File: src/rtl/tlfig_pkg.sv
// ----------------------------------------------------------------------------
// tlfig_pkg
// Shared types and constants of the terrain fan index generator.
// ----------------------------------------------------------------------------
`default_nettype none

package tlfig_pkg;

  localparam int unsigned VIDX_W    = 32;  // vertex index width
  localparam int unsigned NUM_SIDES = 4;   // left, top, right, bottom
  localparam int unsigned SIDE_W    = 2;
  localparam int unsigned ROW_W     = 16;  // row_width register
  localparam int unsigned PSIZE_W   = 9;   // patch_size register
  localparam int unsigned COORD_W   = 9;
  localparam int unsigned CORE_W    = 3;
  localparam int unsigned NBR_W     = 4;
  localparam int unsigned CFG_IDX_W = 1;
  localparam int unsigned QDEPTH    = 2;
  localparam int unsigned QPTR_W    = 1;
  localparam int unsigned QCNT_W    = 2;

  localparam logic [CFG_IDX_W-1:0] CFG_ROW_WIDTH  = 1'd0;
  localparam logic [CFG_IDX_W-1:0] CFG_PATCH_SIZE = 1'd1;

  localparam logic [ROW_W-1:0]   ROW_WIDTH_RST  = 16'd257;
  localparam logic [PSIZE_W-1:0] PATCH_SIZE_RST = 9'd33;

  localparam logic [SIDE_W-1:0] SIDE_BOTTOM = 2'd3;

  // One classified fan: center index, first rim vertex, signed rim step of
  // each side (left, top, right, bottom) and whether that side is split.
  typedef struct packed {
    logic [VIDX_W-1:0]                   ctr;
    logic [VIDX_W-1:0]                   p0;
    logic [NUM_SIDES-1:0][VIDX_W-1:0]    delta;
    logic [NUM_SIDES-1:0]                dbl;
  } fan_job_t;

endpackage

`default_nettype wire

File: src/rtl/tlfig_front.sv
// ----------------------------------------------------------------------------
// tlfig_front
// Accepts fan items, holds the configuration and classifies each fan into
// a job: edge levels, center index, start vertex and per-side rim steps.
// ----------------------------------------------------------------------------
`default_nettype none

module tlfig_front
  import tlfig_pkg::*;
#(
  parameter int unsigned MAX_LEVEL = 7
) (
  input  wire logic                 clk_i,
  input  wire logic                 rst_ni,
  input  wire logic                 cfg_we_i,
  input  wire logic [CFG_IDX_W-1:0] cfg_addr_i,
  input  wire logic [ROW_W-1:0]     cfg_wdata_i,
  input  wire logic                 in_valid_i,
  output logic                      in_ready_o,
  input  wire logic [COORD_W-1:0]   fan_x_i,
  input  wire logic [COORD_W-1:0]   fan_z_i,
  input  wire logic [CORE_W-1:0]    core_level_i,
  input  wire logic [NBR_W-1:0]     left_level_i,
  input  wire logic [NBR_W-1:0]     right_level_i,
  input  wire logic [NBR_W-1:0]     top_level_i,
  input  wire logic [NBR_W-1:0]     bottom_level_i,
  output logic                      push_o,
  input  wire logic                 push_ready_i,
  output fan_job_t                  job_o
);

  localparam int unsigned LW     = $clog2(MAX_LEVEL + 2);
  localparam int unsigned PROD_W = COORD_W + ROW_W;
  localparam int unsigned END_W  = PSIZE_W + 2;

  logic [ROW_W-1:0]   row_width_q;
  logic [PSIZE_W-1:0] patch_size_q;

  logic               a_valid_q, a_valid_d;
  logic [COORD_W-1:0] x_q, z_q;
  logic [LW-1:0]      core_q, nl_q, nr_q, nt_q, nb_q;
  logic [PROD_W-1:0]  prod_q;

  logic [LW-1:0]      core_sat, nl_sat, nr_sat, nt_sat, nb_sat;
  logic               in_acc;

  logic [END_W-1:0]   fan_step, end_pos;
  logic [LW-1:0]      ll, lr, lt, lb;
  logic [VIDX_W-1:0]  w32, p0;

  // configuration registers
  always_ff @(posedge clk_i or negedge rst_ni) begin
    if (!rst_ni) begin
      row_width_q  <= ROW_WIDTH_RST;
      patch_size_q <= PATCH_SIZE_RST;
    end else if (cfg_we_i) begin
      unique case (cfg_addr_i)
        CFG_ROW_WIDTH:  row_width_q  <= cfg_wdata_i;
        CFG_PATCH_SIZE: patch_size_q <= cfg_wdata_i[PSIZE_W-1:0];
        default: ;
      endcase
    end
  end

  // clamp levels to the supported range
  always_comb begin
    core_sat = (core_level_i > MAX_LEVEL) ? LW'(MAX_LEVEL) : LW'(core_level_i);
    nl_sat = (left_level_i > MAX_LEVEL + 1) ? LW'(MAX_LEVEL + 1) : LW'(left_level_i);
    nr_sat = (right_level_i > MAX_LEVEL + 1) ? LW'(MAX_LEVEL + 1) : LW'(right_level_i);
    nt_sat = (top_level_i > MAX_LEVEL + 1) ? LW'(MAX_LEVEL + 1) : LW'(top_level_i);
    nb_sat = (bottom_level_i > MAX_LEVEL + 1) ? LW'(MAX_LEVEL + 1) : LW'(bottom_level_i);
  end

  assign in_ready_o = !a_valid_q || push_ready_i;
  assign in_acc     = in_valid_i && in_ready_o;

  always_comb begin
    a_valid_d = a_valid_q;
    if (in_acc) begin
      a_valid_d = 1'b1;
    end else if (push_ready_i) begin
      a_valid_d = 1'b0;
    end
  end

  always_ff @(posedge clk_i or negedge rst_ni) begin
    if (!rst_ni) begin
      a_valid_q <= 1'b0;
    end else begin
      a_valid_q <= a_valid_d;
    end
  end

  // capture the item and the row product
  always_ff @(posedge clk_i) begin
    if (in_acc) begin
      x_q    <= fan_x_i;
      z_q    <= fan_z_i;
      core_q <= core_sat;
      nl_q   <= nl_sat;
      nr_q   <= nr_sat;
      nt_q   <= nt_sat;
      nb_q   <= nb_sat;
      prod_q <= PROD_W'(fan_z_i) * PROD_W'(row_width_q);
    end
  end

  // edge classification; a negative end position never matches
  always_comb begin
    fan_step = END_W'(2) << core_q;
    end_pos  = END_W'(patch_size_q) - END_W'(1) - fan_step;
    ll = (x_q == '0) ? nl_q : core_q;
    lb = (z_q == '0) ? nb_q : core_q;
    lr = (END_W'(x_q) == end_pos) ? nr_q : core_q;
    lt = (END_W'(z_q) == end_pos) ? nt_q : core_q;
    w32 = VIDX_W'(row_width_q);
    p0  = VIDX_W'(prod_q) + VIDX_W'(x_q);

    job_o.p0       = p0;
    job_o.ctr      = p0 + (w32 << core_q) + (VIDX_W'(1) << core_q);
    job_o.delta[0] = w32 << ll;
    job_o.delta[1] = VIDX_W'(1) << lt;
    job_o.delta[2] = VIDX_W'(0) - (w32 << lr);
    job_o.delta[3] = VIDX_W'(0) - (VIDX_W'(1) << lb);
    job_o.dbl[0]   = (ll == core_q);
    job_o.dbl[1]   = (lt == core_q);
    job_o.dbl[2]   = (lr == core_q);
    job_o.dbl[3]   = (lb == core_q);
  end

  assign push_o = a_valid_q;

endmodule

`default_nettype wire

File: src/rtl/tlfig_queue.sv
// ----------------------------------------------------------------------------
// tlfig_queue
// Two-entry job queue between the classifier and the triangle sequencer.
// ----------------------------------------------------------------------------
`default_nettype none

module tlfig_queue
  import tlfig_pkg::*;
(
  input  wire logic clk_i,
  input  wire logic rst_ni,
  input  wire logic push_i,
  output logic      push_ready_o,
  input  fan_job_t  push_job_i,
  output logic      head_valid_o,
  input  wire logic pop_i,
  output fan_job_t  head_job_o
);

  fan_job_t            mem_q [QDEPTH];
  logic [QPTR_W-1:0]   wr_ptr_q, rd_ptr_q;
  logic [QCNT_W-1:0]   count_q, count_d;
  logic                do_push, do_pop;

  assign push_ready_o = (count_q != QCNT_W'(QDEPTH));
  assign head_valid_o = (count_q != '0);
  assign do_push      = push_i && push_ready_o;
  assign do_pop       = pop_i && head_valid_o;
  assign head_job_o   = mem_q[rd_ptr_q];

  always_comb begin
    count_d = count_q;
    if (do_push && !do_pop) begin
      count_d = count_q + QCNT_W'(1);
    end else if (do_pop && !do_push) begin
      count_d = count_q - QCNT_W'(1);
    end
  end

  always_ff @(posedge clk_i or negedge rst_ni) begin
    if (!rst_ni) begin
      wr_ptr_q <= '0;
      rd_ptr_q <= '0;
      count_q  <= '0;
    end else begin
      count_q <= count_d;
      if (do_push) begin
        wr_ptr_q <= wr_ptr_q + QPTR_W'(1);
      end
      if (do_pop) begin
        rd_ptr_q <= rd_ptr_q + QPTR_W'(1);
      end
    end
  end

  always_ff @(posedge clk_i) begin
    if (do_push) begin
      mem_q[wr_ptr_q] <= push_job_i;
    end
  end

endmodule

`default_nettype wire

File: src/rtl/tlfig_back.sv
// ----------------------------------------------------------------------------
// tlfig_back
// Walks the fan rim of the head job and emits one triangle per cycle into
// the output register while the output is not stalled.
// ----------------------------------------------------------------------------
`default_nettype none

module tlfig_back
  import tlfig_pkg::*;
(
  input  wire logic              clk_i,
  input  wire logic              rst_ni,
  input  wire logic              head_valid_i,
  input  fan_job_t               head_job_i,
  output logic                   pop_o,
  output logic                   out_valid_o,
  input  wire logic              out_ready_i,
  output logic [VIDX_W-1:0]      vertex_a_o,
  output logic [VIDX_W-1:0]      vertex_b_o,
  output logic [VIDX_W-1:0]      vertex_c_o,
  output logic                   last_o
);

  logic [SIDE_W-1:0] side_q;
  logic              sub_q;
  logic [VIDX_W-1:0] cur_q;
  logic              out_valid_q;
  logic [VIDX_W-1:0] va_q, vb_q, vc_q;
  logic              last_q;

  logic              advance, first, is_last, split;
  logic [VIDX_W-1:0] b_v, c_v;

  always_comb begin
    first   = (side_q == '0) && !sub_q;
    b_v     = first ? head_job_i.p0 : cur_q;
    c_v     = b_v + head_job_i.delta[side_q];
    split   = head_job_i.dbl[side_q] && !sub_q;
    is_last = (side_q == SIDE_BOTTOM) && !split;
    advance = head_valid_i && (!out_valid_q || out_ready_i);
  end

  assign pop_o = advance && is_last;

  always_ff @(posedge clk_i or negedge rst_ni) begin
    if (!rst_ni) begin
      side_q      <= '0;
      sub_q       <= 1'b0;
      out_valid_q <= 1'b0;
    end else begin
      if (advance) begin
        out_valid_q <= 1'b1;
        if (split) begin
          sub_q <= 1'b1;
        end else begin
          sub_q  <= 1'b0;
          side_q <= side_q + SIDE_W'(1);
        end
      end else if (out_ready_i) begin
        out_valid_q <= 1'b0;
      end
    end
  end

  always_ff @(posedge clk_i) begin
    if (advance) begin
      cur_q  <= c_v;
      va_q   <= head_job_i.ctr;
      vb_q   <= b_v;
      vc_q   <= c_v;
      last_q <= is_last;
    end
  end

  assign out_valid_o = out_valid_q;
  assign vertex_a_o  = va_q;
  assign vertex_b_o  = vb_q;
  assign vertex_c_o  = vc_q;
  assign last_o      = last_q;

endmodule

`default_nettype wire

File: src/rtl/terrain_lod_fan_index_gen.sv
// ----------------------------------------------------------------------------
// terrain_lod_fan_index_gen
// Geomipmapping triangle fan index generator: one fan cell in, four to
// eight triangles of vertex indices out.
// ----------------------------------------------------------------------------
// Path: an accepted fan is registered in the classifier, then in the queue,
//   and its triangles are registered at the output by the rim sequencer.
// Throughput: one triangle per cycle while the output is not stalled. A
//   two-job queue lets fans enter while earlier ones are still being emitted.
// Reset: asynchronous, active low; clears control state, row_width to 257
//   and patch_size to 33.
`default_nettype none

module terrain_lod_fan_index_gen
  import tlfig_pkg::*;
#(
  parameter int unsigned MAX_LEVEL = 7
) (
  input  wire logic                 clk_i,
  input  wire logic                 rst_ni,
  input  wire logic                 cfg_we_i,
  input  wire logic [CFG_IDX_W-1:0] cfg_addr_i,
  input  wire logic [ROW_W-1:0]     cfg_wdata_i,
  input  wire logic                 s_axis_tvalid,
  output logic                      s_axis_tready,
  // fan_x[8:0], fan_z[17:9], core_level[20:18], left_level[24:21],
  // right_level[28:25], top_level[32:29], bottom_level[36:33], zero fill
  input  wire logic [39:0]          s_axis_tdata,
  output logic                      m_axis_tvalid,
  input  wire logic                 m_axis_tready,
  // vertex_a[31:0], vertex_b[63:32], vertex_c[95:64]
  output logic [95:0]               m_axis_tdata,
  output logic                      m_axis_tlast
);

  logic     push, push_ready, head_valid, pop;
  fan_job_t push_job, head_job;

  tlfig_front #(
    .MAX_LEVEL(MAX_LEVEL)
  ) u_front (
    .clk_i          (clk_i),
    .rst_ni         (rst_ni),
    .cfg_we_i       (cfg_we_i),
    .cfg_addr_i     (cfg_addr_i),
    .cfg_wdata_i    (cfg_wdata_i),
    .in_valid_i     (s_axis_tvalid),
    .in_ready_o     (s_axis_tready),
    .fan_x_i        (s_axis_tdata[8:0]),
    .fan_z_i        (s_axis_tdata[17:9]),
    .core_level_i   (s_axis_tdata[20:18]),
    .left_level_i   (s_axis_tdata[24:21]),
    .right_level_i  (s_axis_tdata[28:25]),
    .top_level_i    (s_axis_tdata[32:29]),
    .bottom_level_i (s_axis_tdata[36:33]),
    .push_o         (push),
    .push_ready_i   (push_ready),
    .job_o          (push_job)
  );

  tlfig_queue u_queue (
    .clk_i        (clk_i),
    .rst_ni       (rst_ni),
    .push_i       (push),
    .push_ready_o (push_ready),
    .push_job_i   (push_job),
    .head_valid_o (head_valid),
    .pop_i        (pop),
    .head_job_o   (head_job)
  );

  tlfig_back u_back (
    .clk_i        (clk_i),
    .rst_ni       (rst_ni),
    .head_valid_i (head_valid),
    .head_job_i   (head_job),
    .pop_o        (pop),
    .out_valid_o  (m_axis_tvalid),
    .out_ready_i  (m_axis_tready),
    .vertex_a_o   (m_axis_tdata[31:0]),
    .vertex_b_o   (m_axis_tdata[63:32]),
    .vertex_c_o   (m_axis_tdata[95:64]),
    .last_o       (m_axis_tlast)
  );

endmodule

`default_nettype wire
File: config.mk
export PLATFORM = sky130hd
export DESIGN_NAME = terrain_lod_fan_index_gen
export DESIGN_NICKNAME = d
export VERILOG_FILES = /design/src/rtl/tlfig_pkg.sv /design/src/rtl/tlfig_front.sv /design/src/rtl/tlfig_queue.sv /design/src/rtl/tlfig_back.sv /design/src/rtl/terrain_lod_fan_index_gen.sv
export SDC_FILE = /design/constraint.sdc
export NUM_CORES = 1
export LEC_CHECK = 0
export BUFFER_PORTS_ARGS = -buffer_cell sky130_fd_sc_hd__buf_4
export CELL_PAD_IN_SITES_DETAIL_PLACEMENT = 1
export CELL_PAD_IN_SITES_GLOBAL_PLACEMENT = 1
export CORE_MARGIN = 2
export CORE_UTILIZATION = 46
export DETAILED_ROUTE_END_ITERATION = 12
export PLACE_DENSITY_LB_ADDON = 0.25
export SLEW_MARGIN = 20
export SYNTH_ARGS = -nofsm -noshare
export SYNTH_HDL_FRONTEND = slang
export SYNTH_SLANG_ARGS = --single-unit
File: constraint.sdc
create_clock -name clk_i -period 8.6 [get_ports clk_i]
set_input_delay 1.29 -clock clk_i [delete_from_list [all_inputs] [get_ports clk_i]]
set_output_delay 1.29 -clock clk_i [all_outputs]
set_load 0.005 [all_outputs]
==> After elaboration in Yosys (flattened, before gate mapping) <==
Memories as Yosys holds them, arrays and structs flattened.
Cells that the tools add are included.
{ "totals": {"wordCells": 104, "input_bits": 62, "output_inout_bits": 99, "n_memories": 1, "regBits": 193, "mem_bits_rw": 380} }
{ "mem_list": {"columns": ["memory", "words", "width", "read_ports", "rd_clocked_by_memory_dff", "write_ports", "line", "text"], "rows": [
  ["u_queue.mem_q", 2, 190, 1, 0, 1, "tlfig_queue.sv:20", "fan_job_t mem_q [QDEPTH];"]
]} }
{ "classes": {"add_sub_neg": 13, "magnitude_cmp": 5, "eq_ne": 8, "reduce_logical": 28, "mux": 18, "shift": 7, "bitwise_logic": 2, "multipliers": 1} }
{ "ops": {"columns": ["op", "count"], "rows": [
  ["32-bit adder", 3],
  ["32-bit binary-select mux with 2-bit select", 1],
  ["32-bit 2-to-1 mux", 2],
  ["1-bit by 4-bit left shift with 32-bit output (first input constant)", 2],
  ["16-bit by 4-bit left shift with 32-bit output", 2],
  ["1-bit by 32-bit subtractor with 32-bit output (first input constant)", 2],
  ["1-bit by 3-bit left shift with 32-bit output (first input constant)", 1],
  ["16-bit by 3-bit left shift with 32-bit output", 1],
  ["25-bit by 9-bit adder with 26-bit output", 1],
  ["9-bit by 16-bit multiplier with 25-bit output", 1],
  ["9-bit by 11-bit equality test with 1-bit output", 2],
  ["9-bit logical NOT", 2],
  ["4-bit by 3-bit equality test with 1-bit output", 4],
  ["4-bit greater-than comparator (second input constant)", 4],
  ["4-bit 2-to-1 mux", 4],
  ["2-bit by 3-bit left shift with 11-bit output (first input constant)", 1],
  ["11-bit subtractor", 1],
  ["1-bit logical AND", 10],
  ["9-bit by 1-bit subtractor with 10-bit output (second input constant)", 1],
  ["1-bit 2-to-1 mux", 8],
  ["2-bit nonzero test", 4],
  ["1-bit logical NOT", 6],
  ["2-bit AND reduction", 3],
  ["2-bit by 1-bit adder with 2-bit output (second input constant)", 2],
  ["other kinds (10)", 14]
]} }

==> Longest topological paths before layout <==
An unclocked memory read counts as a cell.
{ "logic_depth": {"ltp_word": 11, "depth_mapped": 29, "ltp_nobuf": 25} }

==> Hierarchy <==
A second synthesis with hierarchy kept.
{ "unflattened": {"cells_unflattened": 2928, "area_unflattened_um2": 36218.5} }
{ "modules_own_cells": {"columns": ["module", "area_per_inst_um2", "instances", "cells_per_inst", "seq_area_each_um2"], "rows": [
  ["tlfig_front", 15199.6, 1, 1840, 2517.4],
  ["tlfig_queue", 14870.5, 1, 628, 11871.4],
  ["tlfig_back", 6148.4, 1, 460, 3012.9]
]} }

==> Worst setup path after synthesis <==
OpenSTA, ideal clock, no wires.
{ "synth_path": {"path_type": "register to register", "startpoint": "register u_queue.count_q[0]", "endpoint": "memory u_queue.mem_q[0][0] (netlist bit), enable pin", "period_less_slack_ps": 8243, "setup_ps": 696, "arrival_time_ps": 7547, "stages_incl_launch_ff": 4, "n_path_buf": 0, "t_required_ps": 7904, "path_slack_ps": 357, "cell_sequence": "dfrtp_1 > nand2b_1 > nand2_1 > nor2_1"} }
{ "synth_via": {"elab_chain_cells": 4} }
{ "synth_lines": {"columns": ["element", "line", "text"], "rows": [
  ["start: declaration", "tlfig_queue.sv:22", "logic [QCNT_W-1:0] count_q, count_d;"],
  ["start signal: assignment", "tlfig_queue.sv:46", "count_q <= count_d;"],
  ["2-bit inequality test", "tlfig_queue.sv:25", "assign push_ready_o = (count_q != QCNT_W'(QDEPTH));"],
  ["1-bit logical AND", "tlfig_queue.sv:27", "assign do_push = push_i && push_ready_o;"],
  ["1-bit 2-to-1 mux", "tlfig_queue.sv:57", "if (do_push) begin"],
  ["1-bit 2-to-1 mux (implied by the code)", "tlfig_queue.sv:58", "mem_q[wr_ptr_q] <= push_job_i;"],
  ["end: declaration", "tlfig_queue.sv:20", null]
]} }
No other way between the ends.

==> results_dict.tcl <==
set metrics [dict create \
    grt_overflow 0 \
    yosys_most_used_dff "edfxtp_1" \
    cts_sinks 522 \
    fmax_mhz 133.9 \
    rows 96 \
    synthXorXnorAreaFrac_pct 4.130 \
    die_w_um 268.0 \
    final_common_cell "edfxtp_1" \
    synth.area.mux_share_pct 10.61 \
    dp_hpwl_um 72920 \
    syn_area_per_cell_sq_um 11.66 \
    antenna_found_initial 5 \
    ys_ff_latch 522 \
    cp.arrival_ns 7.84 \
    vdd_drop_max_mv 0.2617 \
    hold_class "reg2reg" \
    required_ns 8.97 \
    die_y_um 268.0 \
    grt_max_degree 168 \
    synth_seq_area_share_pct 48.39 \
    fin_skew_ns 0.03322 \
    die_area_sq_um 71810 \
    fin_setup_tns_ns 0 \
    status "finished, final reports clean" \
    cp-end-kind "flop" \
    root_buffer "clkbuf_16" \
    post_drt_via_cell_ratio 5.808 \
    postPlaceCellArea_sq_um 34260 \
    synth_top_family_by_area "adder cells" \
    clk_latency_ns 0.64 \
    h-tree-depth 2 \
    async_flop_share_pct 6.513 \
    drc 0 \
    synth_warnings 0 \
    drive_gt1_share_pct 15.07 \
    cts_tree "done" \
    setup_viol 0 \
    holdBufCountCts 0 \
    period_needed_ns 7.471 \
    synth-simple-area-share_pct 12.25 \
    drv_slew 0 \
    nets 3194 \
    cap_violations 0 \
    core_area_sq_um 68830 \
    start_util_pct 46.57 \
    grtUsageTotal_pct 27.46 \
    area_delta_synth_final_pct 12.72 \
    dr_total_vias 22410 \
    rsz0062_at_grt "false" \
    cp_max_fo 28 \
    synthAdderAreaFrac_pct 12.30 \
    final_cell_mix "edfxtp_1 (488), nand2_1 (312), buf_4 (195), inv_1 (176)" \
    tightest_slew_ns 1.048 \
    ant_nets 0 \
    cts_buffers 56 \
    clk_pin_slew_ns 0.06 \
    final_hold_viol_count 0 \
    final_cell_area_sq_um 36130 \
    synth_compound_area_share_pct 8.451 \
    cts.path.max_buffers 3 \
    max_slew_margin_pct 30.15 \
    finalWeightedCongestion 0.8917 \
    crit_type "reg2reg" \
    p_per_area_nw_per_um2 433.0 \
    synth_edf_count 488 \
    io_buffers 152 \
    post-cts-setup-buffers 0 \
    fin_crit_sh_pct 86.87 \
    critPathLaunchType "flop" \
    syn_area_sq_um 32050 \
    avgRoutedWirePerCell_um 25.34 \
    ys_types 99 \
    power_leakage_nw 14.31 \
    grt_pass1_vias 23790 \
    drt-total-wl_um 97790 \
    power.total_mw 15.64 \
    drtPass1Iterations 5 \
    utilization_pct 52.50 \
    post_cts_resized 0 \
    netlist_instances 2749 \
    grt_first_pass_wirelength_um 147700 \
    drt_iter0_markers 1418 \
    ios 161 \
]
path summary, 6_finish.rpt:
| check | from | depth (start not counted) | slack (ns) | endpoint |
|---|---|---|---|---|
| worst max-delay path | u_front.patch_size_q[2]$_DFFE_PN0P_ | 18 | 1.13 | u_queue.mem_q[1][90]$_DFFE_PP_ |
| worst min-delay path | u_queue.count_q[1]$_DFFE_PN0P_ | 1 | 0.53 | u_queue.count_q[1]$_DFFE_PN0P_ |
| worst max register to register | u_front.patch_size_q[2]$_DFFE_PN0P_ | 18 | 1.13 | u_queue.mem_q[1][90]$_DFFE_PP_ |
| worst min register to register | u_queue.count_q[1]$_DFFE_PN0P_ | 1 | 0.53 | u_queue.count_q[1]$_DFFE_PN0P_ |
| max in group asynchronous | rst_ni | 1 | 7.51 | u_queue.rd_ptr_q$_DFFE_PN0P_ |
| min in group asynchronous | rst_ni | 1 | 0.65 | u_front.row_width_q[3]$_DFFE_PN0P_ |
flip-flops by register name, summed over array words and instances (netlist names), 4 cells and up:
signal                flops
u_back.vertex_a_o        27
u_front.row_width_q      16
u_front.prod_q           25
u_front.z_q               9
u_back.vertex_c_o        32
u_front.patch_size_q      9
u_front.nt_q              4
u_front.x_q               9
u_front.nb_q              4
u_front.nr_q              4
u_back.vertex_b_o        32
u_queue.mem_q           334
u_front.nl_q              4
logic make-up after synthesis:
group / after synthesis
multiplexers: 268
buffers and inverters: 317
XOR/XNOR: 148
AND/OR/NAND/NOR: 813
other: 2
adder cells (fa/ha/maj): 249
AO/OA/AOI/OAI: 430
flip-flops: 522
power by group:
part           switching [mW]  total [mW]  internal (mW)
registers               0.478        4.92           4.44
clock network            1.05        2.47           1.42
logic                    4.97        8.25           3.28
routing by layer:
layer	GRT usage [%]	vias to the layer above	part of all wire, %
li1	-	10120	-
met1	36.83	11530	43
met2	46.59	629	49
met3	3.436	136	4.8
met4	8.621	2	3.1
met5	0	-	0.013
layout make-up:
| type | count | area (sq um) |
|---|---|---|
| antenna | 1 | 2.502 |
| clock buffer | 69 | 1450 |
| fill | 7210 | 32700 |
| clock inverter | 33 | 410.4 |
| timing repair buffer | 197 | 1495 |
| multi-input combinational | 1929 | 15430 |
| sequential | 522 | 15510 |
| tap | 931 | 1165 |
| inverter | 177 | 664.4 |
per-stage QoR:
step	cells	setup slack, ns	hold WS (ns)
after CTS	3858	1.213	0.5225
after global placement	3756	1.359	0.5123
after floorplan	2768	0.3573	0.4608
after detailed placement	3756	1.237	0.5133
final	3859	1.129	0.5273
after global routing	3858	0.7311	0.5607
critical path, stage by stage, from the launching register on:
cell and delay (ns):
dfrtp_1 0.44, or4_1 0.61, nor2_1 0.17, xor2_1 0.25
ha_1 0.34, xnor2_1 0.21, a211oi_2 0.21, o311ai_1 0.13
or4_4 0.58, or4b_1 0.66, o21ai_1 0.26, and2_1 0.83
buf_4 0.33, nor4_1 0.09, o31ai_1 0.80, o21ai_0 0.25
nor3_2 0.49, a21oi_1 0.12, a21oi_1 0.42
synth_stat cells (all sizes together), types with 5 or more instances:
cell type | n | share of area (%)
o22ai | 12 | 0.25
nor4b | 5 | 0.14
buf | 41 | 0.62
o41ai | 7 | 0.19
nand3 | 41 | 0.66
nand4 | 11 | 0.21
mux4 | 50 | 3.5
o211ai | 9 | 0.21
nor2b | 36 | 0.70
nor4 | 24 | 0.58
a21boi | 16 | 0.39
and2 | 87 | 1.7
and3 | 23 | 0.45
inv | 176 | 2.1
o31ai | 8 | 0.20
nand3b | 8 | 0.19
edfxtp | 488 | 46
a21oi | 112 | 1.7
nor3 | 54 | 0.87
dfrtp | 30 | 2.3
o21bai | 10 | 0.23
xnor2 | 92 | 2.5
nand2 | 314 | 3.7
or2 | 12 | 0.23
or3 | 10 | 0.21
clkbuf | 99 | 1.2
xor2 | 54 | 1.5
nand2b | 23 | 0.45
mux2 | 62 | 2.2
mux2i | 156 | 4.9
ha | 139 | 5.4
a22oi | 7 | 0.16
nor2 | 154 | 1.9
fa | 110 | 6.9
o21a | 12 | 0.28
a211oi | 14 | 0.34
a31oi | 11 | 0.21
a21o | 22 | 0.52
a211o | 8 | 0.25
o21ai | 139 | 2.2
No activity file was read; power rests on OpenSTA's default activity.
